$ cat src/sv/recursive_lock_table_top_assert.svh
// Assertion macros for the recursive lock table.
`ifndef RECURSIVE_LOCK_TABLE_TOP_ASSERT_SVH
`define RECURSIVE_LOCK_TABLE_TOP_ASSERT_SVH

// Same-cycle implication, disabled while reset is high.
`define RLT_ASSERT_NOW(label, clk, rst, ante, cons, msg) \
   label: assert property (@(posedge clk) disable iff (rst) (ante) |-> (cons)) \
      else $error(msg);

// Next-cycle implication, disabled while reset is high.
`define RLT_ASSERT_NEXT(label, clk, rst, ante, cons, msg) \
   label: assert property (@(posedge clk) disable iff (rst) (ante) |=> (cons)) \
      else $error(msg);

`endif

$ cat src/sv/rlt_pkg.sv
// Types and constants shared by the recursive lock table modules.
`timescale 1ns / 1ps

package rlt_pkg;

   localparam int TABLE_SLOTS    = 16;
   localparam int SLOT_BITS      = 4;
   localparam int USED_BITS      = 5;
   localparam int THREAD_ID_BITS = 8;
   localparam int COUNT_BITS     = 16;
   localparam int KEY_BITS       = 32;
   localparam int SHIFT_BITS     = 2;

   localparam logic [SHIFT_BITS-1:0] HASH_SHIFT_RESET = 2'd2;

   typedef enum logic [1:0] {
      MODE_ENTER = 2'd0,
      MODE_EXIT  = 2'd1,
      MODE_WAIT  = 2'd2,
      MODE_CHECK = 2'd3
   } mode_type;

   typedef enum logic [3:0] {
      ST_NEW       = 4'd0,
      ST_FREE      = 4'd1,
      ST_REENTER   = 4'd2,
      ST_BUSY      = 4'd3,
      ST_FULL      = 4'd4,
      ST_LIMIT     = 4'd5,
      ST_EXIT_OK   = 4'd6,
      ST_NOT_OWNER = 4'd7,
      ST_NOT_FOUND = 4'd8,
      ST_WAIT_OK   = 4'd9,
      ST_WAIT_NO   = 4'd10,
      ST_OWNER_OK  = 4'd11,
      ST_INVALID   = 4'd12
   } status_type;

   typedef struct packed {
      mode_type                  mode;
      logic [THREAD_ID_BITS-1:0] thread_id;
      logic [KEY_BITS-1:0]       object_ref;
   } req_type;

   typedef struct packed {
      status_type            status;
      logic [COUNT_BITS-1:0] hold_count;
      logic [SLOT_BITS-1:0]  slot_index;
   } rsp_type;

   // One table entry: key 0 means empty, owner 0 means unowned.
   typedef struct packed {
      logic [KEY_BITS-1:0]       key;
      logic [THREAD_ID_BITS-1:0] owner;
      logic [COUNT_BITS-1:0]     count;
   } entry_type;

   // Outcome of one lock operation on the probed entry.
   typedef struct packed {
      status_type status;
      entry_type  entry;
      logic       wr_en;
      logic       has_entry;
   } lock_op_type;

endpackage

$ cat src/sv/rlt_lock_alu.sv
// Lock operation logic: decides status and updated entry for one request.
`timescale 1ns / 1ps

module rlt_lock_alu (
   input  rlt_pkg::mode_type                           mode,
   input  logic [rlt_pkg::THREAD_ID_BITS-1:0]          thread_id,
   input  logic [rlt_pkg::KEY_BITS-1:0]                object_ref,
   input  logic                                        hit,
   input  logic                                        table_full,
   input  rlt_pkg::entry_type                          entry_rd,
   output rlt_pkg::lock_op_type                        op
);

   logic owner_match;
   logic count_max;
   logic count_le1;
   logic count_one;

   assign owner_match = (entry_rd.owner == thread_id);
   assign count_max   = &entry_rd.count;
   assign count_one   = (entry_rd.count == rlt_pkg::COUNT_BITS'(1));
   assign count_le1   = (entry_rd.count <= rlt_pkg::COUNT_BITS'(1));

   always_comb begin
      op.status    = rlt_pkg::ST_NOT_FOUND;
      op.entry     = entry_rd;
      op.wr_en     = 1'b0;
      op.has_entry = hit;

      if (!hit) begin
         // Absent key: insert on enter if a slot is left
         if (mode == rlt_pkg::MODE_ENTER && !table_full) begin
            op.entry.key   = object_ref;
            op.entry.owner = thread_id;
            op.entry.count = rlt_pkg::COUNT_BITS'(1);
            op.wr_en       = 1'b1;
            op.has_entry   = 1'b1;
            op.status      = rlt_pkg::ST_NEW;
         end else if (mode == rlt_pkg::MODE_ENTER) begin
            op.status = rlt_pkg::ST_FULL;
         end else begin
            op.status = rlt_pkg::ST_NOT_FOUND;
         end
      end else begin
         unique case (mode)
            rlt_pkg::MODE_ENTER: begin
               priority if (entry_rd.owner == '0) begin
                  op.entry.owner = thread_id;
                  op.entry.count = rlt_pkg::COUNT_BITS'(1);
                  op.wr_en       = 1'b1;
                  op.status      = rlt_pkg::ST_FREE;
               end else if (owner_match && count_max) begin
                  op.status = rlt_pkg::ST_LIMIT;
               end else if (owner_match) begin
                  op.entry.count = entry_rd.count + rlt_pkg::COUNT_BITS'(1);
                  op.wr_en       = 1'b1;
                  op.status      = rlt_pkg::ST_REENTER;
               end else begin
                  op.status = rlt_pkg::ST_BUSY;
               end
            end
            rlt_pkg::MODE_EXIT: begin
               if (owner_match) begin
                  if (count_le1) begin
                     op.entry.owner = '0;
                     op.entry.count = '0;
                  end else begin
                     op.entry.count = entry_rd.count - rlt_pkg::COUNT_BITS'(1);
                  end
                  op.wr_en  = 1'b1;
                  op.status = rlt_pkg::ST_EXIT_OK;
               end else begin
                  op.status = rlt_pkg::ST_NOT_OWNER;
               end
            end
            rlt_pkg::MODE_WAIT: begin
               if (owner_match && count_one) begin
                  op.entry.owner = '0;
                  op.entry.count = '0;
                  op.wr_en       = 1'b1;
                  op.status      = rlt_pkg::ST_WAIT_OK;
               end else begin
                  op.status = rlt_pkg::ST_WAIT_NO;
               end
            end
            rlt_pkg::MODE_CHECK: begin
               op.status = owner_match ? rlt_pkg::ST_OWNER_OK : rlt_pkg::ST_NOT_OWNER;
            end
            default: begin
               op.status = rlt_pkg::ST_NOT_FOUND;
            end
         endcase
      end
   end

endmodule

$ cat src/sv/recursive_lock_table_top.sv
// Recursive lock table: top level with entry memory and probe sequencer.
`timescale 1ns / 1ps

// A table of 16 recursive locks keyed by object reference, held in one
// synchronous entry memory (key, owner, hold count) with a valid bit per
// slot so that reset empties the table at once. Each request probes
// linearly from its home slot ((object_ref >> hash_shift) mod 16), one
// memory read per cycle, until it finds the key, an empty slot, or has
// seen all 16 slots. The first read goes out with acceptance, each probed
// slot is checked from the registered read port, and the result passes
// through the result register into the output register. Requests with a
// zero reference or thread skip the probe and go straight to the output
// stage. The block takes one request at a time; the next request can be
// accepted once the previous result is loaded into the output register. A finished result may
// wait in the output register while the next request is accepted.
// hash_shift is written through the csr port; the user must write it only
// while no request is in flight, as the block itself does not enforce it.

`include "recursive_lock_table_top_assert.svh"

module recursive_lock_table_top (
   input  logic                               clock,
   input  logic                               reset,
   // request channel
   input  logic                               req_valid,
   output logic                               req_stall,
   input  rlt_pkg::req_type                   req_data,
   // result channel
   output logic                               rsp_valid,
   input  logic                               rsp_stall,
   output rlt_pkg::rsp_type                   rsp_data,
   // configuration
   input  logic                               csr_valid,
   output logic                               csr_ready,
   input  logic [rlt_pkg::SHIFT_BITS-1:0]     csr_data
);

   typedef enum logic [2:0] {
      S_IDLE  = 3'b001,
      S_PROBE = 3'b010,
      S_DONE  = 3'b100
   } state_type;

   state_type                           state_ff, state_in;
   rlt_pkg::req_type                    req_ff, req_in;
   logic [rlt_pkg::SLOT_BITS-1:0]       slot_ff, slot_in;
   logic [rlt_pkg::SLOT_BITS-1:0]       probe_cnt_ff, probe_cnt_in;
   logic [rlt_pkg::USED_BITS-1:0]       used_ff, used_in;
   logic [rlt_pkg::SHIFT_BITS-1:0]      shift_ff;
   logic [rlt_pkg::TABLE_SLOTS-1:0]     valid_ff;
   rlt_pkg::rsp_type                    res_ff, res_in;
   logic                                rsp_valid_ff, rsp_valid_in;
   rlt_pkg::rsp_type                    rsp_data_ff;

   // entry memory and its registered read port
   rlt_pkg::entry_type                  mem [rlt_pkg::TABLE_SLOTS];
   rlt_pkg::entry_type                  rd_entry_ff;
   logic                                rd_valid_ff;
   logic [rlt_pkg::SLOT_BITS-1:0]       rd_addr;
   logic                                mem_we;

   logic                                req_accept;
   logic                                req_invalid;
   logic [rlt_pkg::KEY_BITS-1:0]        shifted_ref;
   logic [rlt_pkg::SLOT_BITS-1:0]       home_slot;
   rlt_pkg::entry_type                  entry_view;
   logic                                hit;
   logic                                empty;
   logic                                last_probe;
   logic                                probe_done;
   logic                                table_full;
   logic                                rsp_load;
   rlt_pkg::lock_op_type                op;

   // handshakes
   assign req_stall  = (state_ff != S_IDLE);
   assign req_accept = req_valid && !req_stall;
   assign csr_ready  = 1'b1;
   assign rsp_valid  = rsp_valid_ff;
   assign rsp_data   = rsp_data_ff;

   // home slot of an incoming request
   assign req_invalid = (req_data.object_ref == '0) || (req_data.thread_id == '0);
   assign shifted_ref = req_data.object_ref >> shift_ff;
   assign home_slot   = shifted_ref[rlt_pkg::SLOT_BITS-1:0];

   // probed entry; a slot never written reads as empty
   assign entry_view = rd_valid_ff ? rd_entry_ff : '0;
   assign hit        = (entry_view.key == req_ff.object_ref);
   assign empty      = (entry_view.key == '0);
   assign last_probe = (probe_cnt_ff == rlt_pkg::SLOT_BITS'(rlt_pkg::TABLE_SLOTS - 1));
   assign probe_done = hit || empty || last_probe;
   assign table_full = !empty ||
                       (used_ff >= rlt_pkg::USED_BITS'(rlt_pkg::TABLE_SLOTS));

   rlt_lock_alu u_alu (
      .mode       (req_ff.mode),
      .thread_id  (req_ff.thread_id),
      .object_ref (req_ff.object_ref),
      .hit        (hit),
      .table_full (table_full),
      .entry_rd   (entry_view),
      .op         (op)
   );

   // write-back ends the probe; the next read comes after the output
   // stage, so a read never overlaps a pending write to the same slot
   assign mem_we   = (state_ff == S_PROBE) && probe_done && op.wr_en;
   assign rsp_load = (state_ff == S_DONE) && (!rsp_valid_ff || !rsp_stall);

   // sequencer
   always_comb begin
      state_in     = state_ff;
      req_in       = req_ff;
      slot_in      = slot_ff;
      probe_cnt_in = probe_cnt_ff;
      used_in      = used_ff;
      res_in       = res_ff;
      rd_addr      = slot_ff;

      unique case (state_ff)
         S_IDLE: begin
            if (req_accept) begin
               req_in       = req_data;
               slot_in      = home_slot;
               probe_cnt_in = '0;
               rd_addr      = home_slot;
               if (req_invalid) begin
                  res_in.status     = rlt_pkg::ST_INVALID;
                  res_in.hold_count = '0;
                  res_in.slot_index = '0;
                  state_in          = S_DONE;
               end else begin
                  state_in = S_PROBE;
               end
            end
         end
         S_PROBE: begin
            if (probe_done) begin
               res_in.status     = op.status;
               res_in.hold_count = op.has_entry ? op.entry.count : '0;
               res_in.slot_index = op.has_entry ? slot_ff : '0;
               if (op.status == rlt_pkg::ST_NEW) begin
                  used_in = used_ff + rlt_pkg::USED_BITS'(1);
               end
               state_in = S_DONE;
            end else begin
               slot_in      = slot_ff + rlt_pkg::SLOT_BITS'(1);
               probe_cnt_in = probe_cnt_ff + rlt_pkg::SLOT_BITS'(1);
               rd_addr      = slot_ff + rlt_pkg::SLOT_BITS'(1);
            end
         end
         S_DONE: begin
            if (rsp_load) begin
               state_in = S_IDLE;
            end
         end
         default: begin
            state_in = S_IDLE;
         end
      endcase
   end

   // output register
   assign rsp_valid_in = rsp_load ? 1'b1 : (rsp_valid_ff && rsp_stall);

   // control registers
   always_ff @(posedge clock) begin
      if (reset) begin
         state_ff     <= S_IDLE;
         used_ff      <= '0;
         shift_ff     <= rlt_pkg::HASH_SHIFT_RESET;
         valid_ff     <= '0;
         rsp_valid_ff <= 1'b0;
         rd_valid_ff  <= 1'b0;
      end else begin
         state_ff     <= state_in;
         used_ff      <= used_in;
         rsp_valid_ff <= rsp_valid_in;
         rd_valid_ff  <= valid_ff[rd_addr];
         if (csr_valid && csr_ready) begin
            shift_ff <= csr_data;
         end
         if (mem_we) begin
            valid_ff[slot_ff] <= 1'b1;
         end
      end
   end

   // payload registers
   always_ff @(posedge clock) begin
      req_ff       <= req_in;
      slot_ff      <= slot_in;
      probe_cnt_ff <= probe_cnt_in;
      res_ff       <= res_in;
      if (rsp_load) begin
         rsp_data_ff <= res_ff;
      end
   end

   // entry memory: one write port, one registered read port
   always_ff @(posedge clock) begin
      if (mem_we) begin
         mem[slot_ff] <= op.entry;
      end
      rd_entry_ff <= mem[rd_addr];
   end

   // checks
   `RLT_ASSERT_NOW(a_used_bound, clock, reset, 1'b1,
      used_ff <= rlt_pkg::USED_BITS'(rlt_pkg::TABLE_SLOTS), "used entry count overflow")
   `RLT_ASSERT_NOW(a_no_zero_key, clock, reset, mem_we,
      op.entry.key == req_ff.object_ref && op.entry.key != '0, "bad key written to table")
   `RLT_ASSERT_NEXT(a_insert_counts, clock, reset,
      mem_we && op.status == rlt_pkg::ST_NEW,
      used_ff == $past(used_ff) + rlt_pkg::USED_BITS'(1), "insert not counted")
   `RLT_ASSERT_NEXT(a_load_idle, clock, reset, rsp_load,
      state_ff == S_IDLE && rsp_valid_ff, "result beat without return to idle")

endmodule

$ cat config.mk
export PLATFORM = sky130hd
export DESIGN_NAME = recursive_lock_table_top
export DESIGN_NICKNAME = d
export VERILOG_FILES = /design/src/sv/rlt_pkg.sv /design/src/sv/rlt_lock_alu.sv /design/src/sv/recursive_lock_table_top.sv
export VERILOG_INCLUDE_DIRS = /design/src /design/src/sv
export SDC_FILE = /design/constraint.sdc
export NUM_CORES = 1
export LEC_CHECK = 0
export BUFFER_PORTS_ARGS = -buffer_cell sky130_fd_sc_hd__buf_2
export CAP_MARGIN = 40
export CORE_MARGIN = 1.5
export CORE_UTILIZATION = 45
export DETAILED_ROUTE_END_ITERATION = 8
export GPL_TIMING_DRIVEN = 0
export PLACE_DENSITY_LB_ADDON = 0.25
export SYNTH_ARGS = -nofsm -noshare
export SYNTH_HDL_FRONTEND = slang
export SYNTH_HIERARCHICAL = 1
export SYNTH_SLANG_ARGS = --single-unit
$ cat constraint.sdc
create_clock -name clock -period 7.15 [get_ports clock]
set_input_delay 1.0725 -clock clock [delete_from_list [all_inputs] [get_ports clock]]
set_output_delay 1.0725 -clock clock [all_outputs]
set_load 0.05 [all_outputs]
Word level (Yosys, flattened, before mapping)
Memories as Yosys holds them, arrays and structs flattened. A register that Yosys moved wholly into a read port is not among the register bits. Index checks and enable logic that the tools add are counted.

Register bits after elaboration: 126. Bits in writable memories: 896. Input port bits: 49. Output and inout bits: 27. Memories: 1.

Memory list: mem (words 16, bits a word 56, rd ports 1, clocked after Yosys merged registers in 1, write ports 1, RTL line recursive_lock_table_top.sv:56) `rlt_pkg::entry_type mem [rlt_pkg::TABLE_SLOTS];`.

Mux-type cells: 48. Shift-type cells: 1. $lt $le $gt $ge: 5. Bitwise operators: 1. Add/subtract/negate cells: 5. Reduce and logical (&&, ||, !) cells: 32. Equality and inequality tests: 16.

Operators with widths (number): $mux W25 (3); $pmux W25 S3 (1); $mux W24 (3); $logic_not A32 Y1 (2); $mux W58 (1); $mux W56 (1); $mux W17 (3); $pmux W24 S2 (1); $mux W4 (11); $eq A32 B32 Y1 (1); $mux W16 (2); $mux W32 (1); $shr A32 B2 Y4 (1); $add A16 B1 Y16 const B (1); $eq A16 B1 Y1 const B (1); $le A16 B1 Y1 const B (1); $logic_not A8 Y1 (2); $mux W8 (2); $or A16 B16 Y16 (1); $pmux W4 S2 (2); $pmux W4 S4 (1); $reduce_and A16 Y1 (1); $sub A16 B1 Y16 const B (1); $mux W3 (4); other kinds (28) (60).

Logic depth before layout (Yosys ltp)
Gate-level depths: netlist of run 1.

Depth after elaboration: 11. Gate-level depth with buffers: 18. Gate-level depth less buffers: 13.

Hierarchy
The synthesis of run 1 kept the hierarchy.

Modules (own cells, without submodules): recursive_lock_table_top (times used 1, area an instance 42035.3 µm², cells each 3052); rlt_lock_alu (times used 1, area an instance 2292.2 µm², cells each 392).

Worst setup path before layout of run 1
No wires, ideal clock.

Path kind: register -> register. From: register rd_valid_ff. To: memory mem[0][0] (netlist bit), enable pin. Data required time: 6.609 ns. Arrival: 6.359 ns. Period minus slack after synthesis: 6.900 ns. Library setup time: 0.541 ns. Path buffers: 4. Stages on the path, launching flop included: 14. Slack: 0.250 ns. Cell sequence: dfxtp_1 buf_2 buf_2 clkbuf_1 and2_1 xnor2_1 nand4_1 nor2_1 clkbuf_1 a21oi_1 nor2_1 o21a_1 nand3_1 nor3_1.

RTL lines: start, declared (RTL line recursive_lock_table_top.sv:58) `logic rd_valid_ff;`; start signal, assigned (RTL line recursive_lock_table_top.sv:180) `rd_valid_ff <= valid_ff[rd_addr];`; end, declared (RTL line recursive_lock_table_top.sv:56).

==> results of run 1 <==
## kinds of logic after synthesis
logic type	count (synthesis)	synth area share, %
xor+xnor	32	0.6322
fa+ha+maj	9	0.2540
compound gates	289	5.044
simple gates	1628	16.52
other cells	1	0.008460
flops	1078	71.04
buf+inv	229	2.368
mux	178	4.135
## flip-flops by register name, summed over array words and instances, names as in the netlist
signal	flops
mem	896
probe_cnt_ff	4
rd_entry_ff	56
rd_valid_ff	1
req_ff	42
res_ff	24
rsp_data	24
rsp_valid	1
shift_ff	2
slot_ff	4
state_ff	3
used_ff	5
valid_ff	16
## stage by stage
| step | power [mW] | instance area (um2) | TNS (ps) | hold WS, ps | setup WS (ps) |
|---|---|---|---|---|---|
| after floorplan | 11.46 | 44330 | 0 | 400.3 | 249.5 |
| after global placement | 13.74 | 46290 | -2994920 | 403.5 | -5432 |
| after detailed placement | 13.88 | 47640 | 0 | 404.5 | 885.7 |
| after CTS | 19.66 | 51320 | 0 | 418.9 | 880.3 |
| after global routing | 20.41 | 51320 | 0 | 424.4 | 483.4 |
| final | 19.62 | 51320 | 0 | 417.7 | 804.4 |
## per-layer routing
| metal | wire length, um | vias up |
|---|---|---|
| li1 | - | 13298 |
| met1 | 52520 | 14552 |
| met2 | 59840 | 1253 |
| met3 | 9785 | 222 |
| met4 | 4355 | 2 |
| met5 | 13 | - |
## worst max path at each step
stage | end | slack [ps] | cells past startpoint
6_report | mem[0][13] | 800 | 16
3_3_place_gp | mem[0][35] | -5430 | 13
3_5_place_dp | mem[14][28] | 890 | 15
4_1_cts | mem[14][19] | 880 | 15
5_1_grt | mem[0][19] | 480 | 16
2_1_floorplan | mem[0][0] | 250 | 13
## report_power, final
group	switching, mW	internal (mW)	total, mW
clock network	2.44	3.36	5.80
registers	0.279	7.42	7.70
logic	4.34	1.78	6.12
## cell type report
class	instances	area share (%)
multi-input cells	2137	23.30
clock inverters	70	1.355
plain buffers	210	1.906
repair buffers	156	3.001
well taps	1276	3.111
diodes	1	0.004876
inverters	19	0.1390
flip-flops and latches	1078	61.36
clock buffers	140	5.822
## layout by cell type (no fill, tap or decap), types with 22 or more instances in the layout
cell type,count
buf_6,24
buf_12,23
buf_2,149
buf_4,45
o22ai_1,29
and3_1,28
edfxtp_1,990
nor3_1,31
a32oi_1,57
nand4_1,24
clkbuf_1,116
mux2i_1,173
dfxtp_1,88
nor4_1,30
nand3_1,381
o221ai_1,56
clkbuf_16,112
xor2_1,22
and2_1,61
nand2_1,931
a21oi_1,26
clkinv_1,26
nor2_1,72
## worst max-delay path: cells and delay by family, from the launching register on
kind | cells | cell delay [ps]
flops | 1 | 300
compound gates | 2 | 510
xor+xnor | 1 | 160
buf+inv | 7 | 2310
simple gates | 6 | 2690
==> metrics.cfg, run 1 <==
[routing]
routed_via_density = 5.765
drtIter0Drc = 3228
drc = 0
drtPass1Iterations = 6
wire_per_inst_um = 24.87
vias = 29327
drt_wl_total_mm = 126.5
antenna_left = 0

[worst_setup_path]
cp-end-kind = flip-flop
reg2reg_from = rd_valid_ff
critPathSlowestCell = nor2_1
slowest_delay_ps = 710
critical_path.cell_chain = buf_2 > buf_2 > clkbuf_1 > and2_1 > xnor2_1 > nand4_1 > nor2_1 > clkbuf_1 > a21oi_1 > nor2_1 > o21a_1 > nand3_1 > nor3_2 > buf_6 > buf_4 > buf_4
reg2reg_depth = 16
r2r_slack_ps = 800
required_ps = 7540
critPathKind = flip-flop to flip-flop
crit_start = rd_valid_ff
arrival_ps = 6730
critical_path.max_fanout = 10
cp-start-kind = flip-flop
rr_endpoint = mem[0][13]

[synthesis]
synth_edf_count = 990
synth.most_common_cell = edfxtp_1
yosys_warnings = 6
async_reset_ff_share_pct = 0
synthCells = 3444
ys_dominant_reg_cell = edfxtp_1
synth.area.top_cells = edfxtp_1, nand2_1, nand3_1
ys_seq_area_share_pct = 71.04
synthDistinctLibCells = 76
ys_ff_latch = 1078
yosys.area.top_type = edfxtp_1
synth_fp_nets = 3502
synthTopCellsByCount = edfxtp_1, nand2_1, nand3_1, mux2i_1, clkbuf_1
synth_top_area_share_pct = 67.07
synth_area_mm2 = 0.04433
avgSynthCellArea_um2 = 12.87

[sta]
drv_slew = 0
final.min_clock_period_ps = 6346
fin_worst_skew_ps = 37.15
rsz0062_at_grt = no
timing.final.crit_share_pct = 88.75
worst_slew_pin_slew_ps = 936.8
final_hold_viol_count = 0
setup_viol = 0
fmax_mhz = 157.6
slew-limit-headroom_pct = 36.97

[clocking]
cts_hold_buf = 0
cts-root-buf = clkbuf_16
clock-sinks = 1078
post-cts-setup-buffer-count = 0
clockBufferDepth = 3
numCtsBuffers = 111
clk-insertion-delay-late_ps = 710
clkTransAtPathRegs_ps = 60
cts_resized = 0
cts_tree = done
cts_max_level = 3

[pwr]
peakVddDrop_mv = 0.2592
powerDensity_mw_per_mm2 = 382.3
leakagePower_nw = 18.77

[placement]
dp.final_hpwl_mm = 88.79
globalplace.congestion = 0.9318
port_buffers = 73
numPlacedInstances = 4876

[floorplan]
row_count = 114
initial_core_util_pct = 45.63
pin_count = 76
fp.coreArea_mm2 = 0.09714
die_w_um = 316.9
dieArea_mm2 = 0.1004
die_y_um = 316.9

[layout]
drive_gt1_share_pct = 12.47
final-seq-area_mm2 = 0.03149
area_delta_synth_final_pct = 15.78
final_cells = 5087
final_nets = 3771
fill_cells = 8039
multi_input_area_mm2 = 0.01196
final_util_pct = 52.84

[grt]
antenna_found_initial = 2
grt_max_degree = 35
first_global_vias = 27901
use_met2_pct = 40.87
use_met3_pct = 4.030
grt.total_usage_pct = 25.22
overflow = 0
top_usage_layer = met2
grtUsageMet1_pct = 34.82
grt_pass1_wl_mm = 185.5

[worst_hold_path]
hp-class = flip-flop to flip-flop
holdPathEnd = rsp_data[15]
hold_depth = 0
hold_start = res_ff[15]

[status]
status = finished, final reports clean

[flow_run]
cap_violations = 0

No activity file was read; power rests on OpenSTA's default activity.
==> run 2, diff against run 1 <==
Settings changed: BUFFER_PORTS_ARGS -buffer_cell sky130_fd_sc_hd__buf_2 to not set, DONT_BUFFER_PORTS set to 1.
==> metrics.cfg, run 2 (synthesis gave the netlist of run 1 again) <==
[routing]
wire_per_inst_um = 25.63  ; +3.1%
drt_wl_total_mm = 128.5  ; +1.5%
routed_via_density = 5.857  ; +1.6%
drtPass1Iterations = 6  ; unchanged
drtIter0Drc = 3192  ; -1.1%
antenna_left = 0  ; unchanged
vias = 29350  ; +0.078%
drc = 0  ; unchanged

[pwr]
seqPwrFrac_pct = 39.4  ; +0.2 points
p_sw_mw = 7.064  ; +0.11%
p_int_mw = 12.51  ; -0.41%
leakagePower_nw = 18.45  ; -1.7%
swShare_pct = 36.08  ; +0.12 points
powerDensity_mw_per_mm2 = 384.5  ; +0.58%
peakVddDrop_mv = 0.2196  ; -15%
p_comb_share_pct = 31.3  ; about the same
clockPowerShare_pct = 29.3  ; -0.3 points

[clocking]
cts_resized = 0  ; unchanged
clock-sinks = 1078  ; unchanged
cts_max_level = 3  ; unchanged
clkTransAtPathRegs_ps = 60  ; about the same
cts-root-buf = clkbuf_16
numCtsBuffers = 110  ; -0.90%
post-cts-setup-buffer-count = 0  ; unchanged
cts_hold_buf = 0  ; unchanged
clk-insertion-delay-late_ps = 710  ; about the same
clockBufferDepth = 3  ; unchanged
cts_tree = done

[worst_setup_path]
critical_path.max_fanout = 10  ; unchanged
cp-end-kind = flip-flop
required_ps = 7550  ; about the same
critPathKind = flip-flop to flip-flop
arrival_ps = 6950  ; +220 ps
cp-start-kind = flip-flop
r2r_slack_ps = 600  ; -210 ps

[placement]
pre_cts_ws_ps = 785.3  ; -100.4 ps
globalplace.congestion = 0.9453  ; +1.4%
dp.final_hpwl_mm = 88.60  ; -0.21%
port_buffers = 0  ; -100%
placed_cell_area_mm2 = 0.04728  ; -0.75%
numPlacedInstances = 4802  ; -1.5%

[sta]
fin_worst_skew_ps = 48.43  ; +11.28 ps
fmax_mhz = 152.7  ; -3.1%
setup_viol = 0  ; unchanged
drv_slew = 0  ; unchanged
slew-limit-headroom_pct = 36.54  ; -0.43 points
final.setup.tns_ps = 0  ; unchanged
worst_slew_pin_slew_ps = 948.9  ; +12.04 ps
worst_slack_ps = 599.1  ; -205.3 ps
rsz0062_at_grt = no
final.min_clock_period_ps = 6551  ; +205.3 ps
final_hold_viol_count = 0  ; unchanged
timing.final.crit_share_pct = 91.62  ; +2.9 points
whs_ps = 413.2  ; -4.539 ps

[layout]
final_common_cell = edfxtp_1
largest_reg_flops = 896  ; unchanged
final_nets = 3696  ; -2.0%
area_delta_synth_final_pct = 14.86
largest_register = mem
final_area_mm2 = 0.05091  ; -0.80%
drive_gt1_share_pct = 10.55  ; -1.9 points
final_cells = 5011  ; -1.5%
reg.largest.list = mem x896, rd_entry_ff x56, req_ff x42
final_cell_mix = edfxtp_1, nand2_1, nand3_1, mux2i_1, clkbuf_1

[grt]
grt_max_degree = 36  ; +2.9%
grt_pass1_wl_mm = 187.2  ; +0.91%
first_global_vias = 28139  ; +0.85%
overflow = 0  ; unchanged
grt.total_usage_pct = 25.61  ; +0.39 points
antenna_found_initial = 1  ; -1

[floorplan]
pin_count = 76  ; unchanged
initial_core_util_pct = 45.63  ; unchanged
fp.coreArea_mm2 = 0.09714  ; unchanged
row_count = 114  ; unchanged
dieArea_mm2 = 0.1004  ; unchanged
die_y_um = 316.9  ; unchanged
die_w_um = 316.9  ; unchanged

[worst_hold_path]
hp-class = flip-flop to flip-flop

[flow_run]
cap_violations = 0  ; unchanged

[status]
status = finished, final reports clean

[run 2: cell types whose count changed in the layout (fill, tap and decap cells not counted), sizes merged]
cell / delta
bufinv: -2
clkinv: -15
clkinvlp: -1
clkbuf: +19
inv: -3
buf: -74
[run 2: final timing paths]
path | end | cells past startpoint | start
worst min register to register | rsp_data[5] | 0 | res_ff[5]
worst max register to register | mem[3][39] | 17 | rd_valid_ff
worst min-delay path | rsp_data[5] | 0 | res_ff[5]
worst max-delay path | mem[3][39] | 17 | rd_valid_ff
[run 2: power groups by stage]
stage          combinational (mW)  clock (mW)  sequential [mW]
6_report                     6.13        5.73             7.72
2_1_floorplan                3.78           0             7.69
3_5_place_dp                 6.04           0             7.83
5_1_grt                      6.58        6.04             7.73
3_3_place_gp                 5.92           0             7.83
4_1_cts                      6.08        5.79             7.70
[run 2: cell type report]
cell class,instances,area [um2]
clock inverter,49,531.8
inverter,19,71.32
antenna,1,2.502
sequential,1078,31490
fill,8073,46220
buffer,210,978.4
clock buffer,159,3098
multi-input combinational,2137,11960
timing repair buffer,82,1187
tap,1276,1597
[run 2: worst max-delay path, stage by stage, from the launching register on]
cell	delay, ps
dfxtp_1	360
buf_2	210
buf_2	340
clkbuf_1	540
and2_1	290
xnor2_1	150
nand4_1	470
nor2_1	760
clkbuf_1	570
a21oi_1	140
nor2_1	250
o21a_1	300
nand3_1	350
nor3_2	590
buf_6	240
buf_8	160
buf_4	220
buf_4	230
[run 2: routing by layer]
layer | global-route usage [%] | share of wire [%] | up-vias
li1 | - | - | 13150
met1 | 34.82 | 41 | 14595
met2 | 41.15 | 46 | 1342
met3 | 4.578 | 8.5 | 263
met4 | 9.751 | 3.9 | 0
met5 | 0 | 0 | -
[run 2: metrics by stage]
step	util [%]	power (mW)
after floorplan	-	11.46
after global placement	47.28	13.75
after detailed placement	48.67	13.86
after CTS	52.41	19.57
after global routing	52.41	20.34
final	52.41	19.58
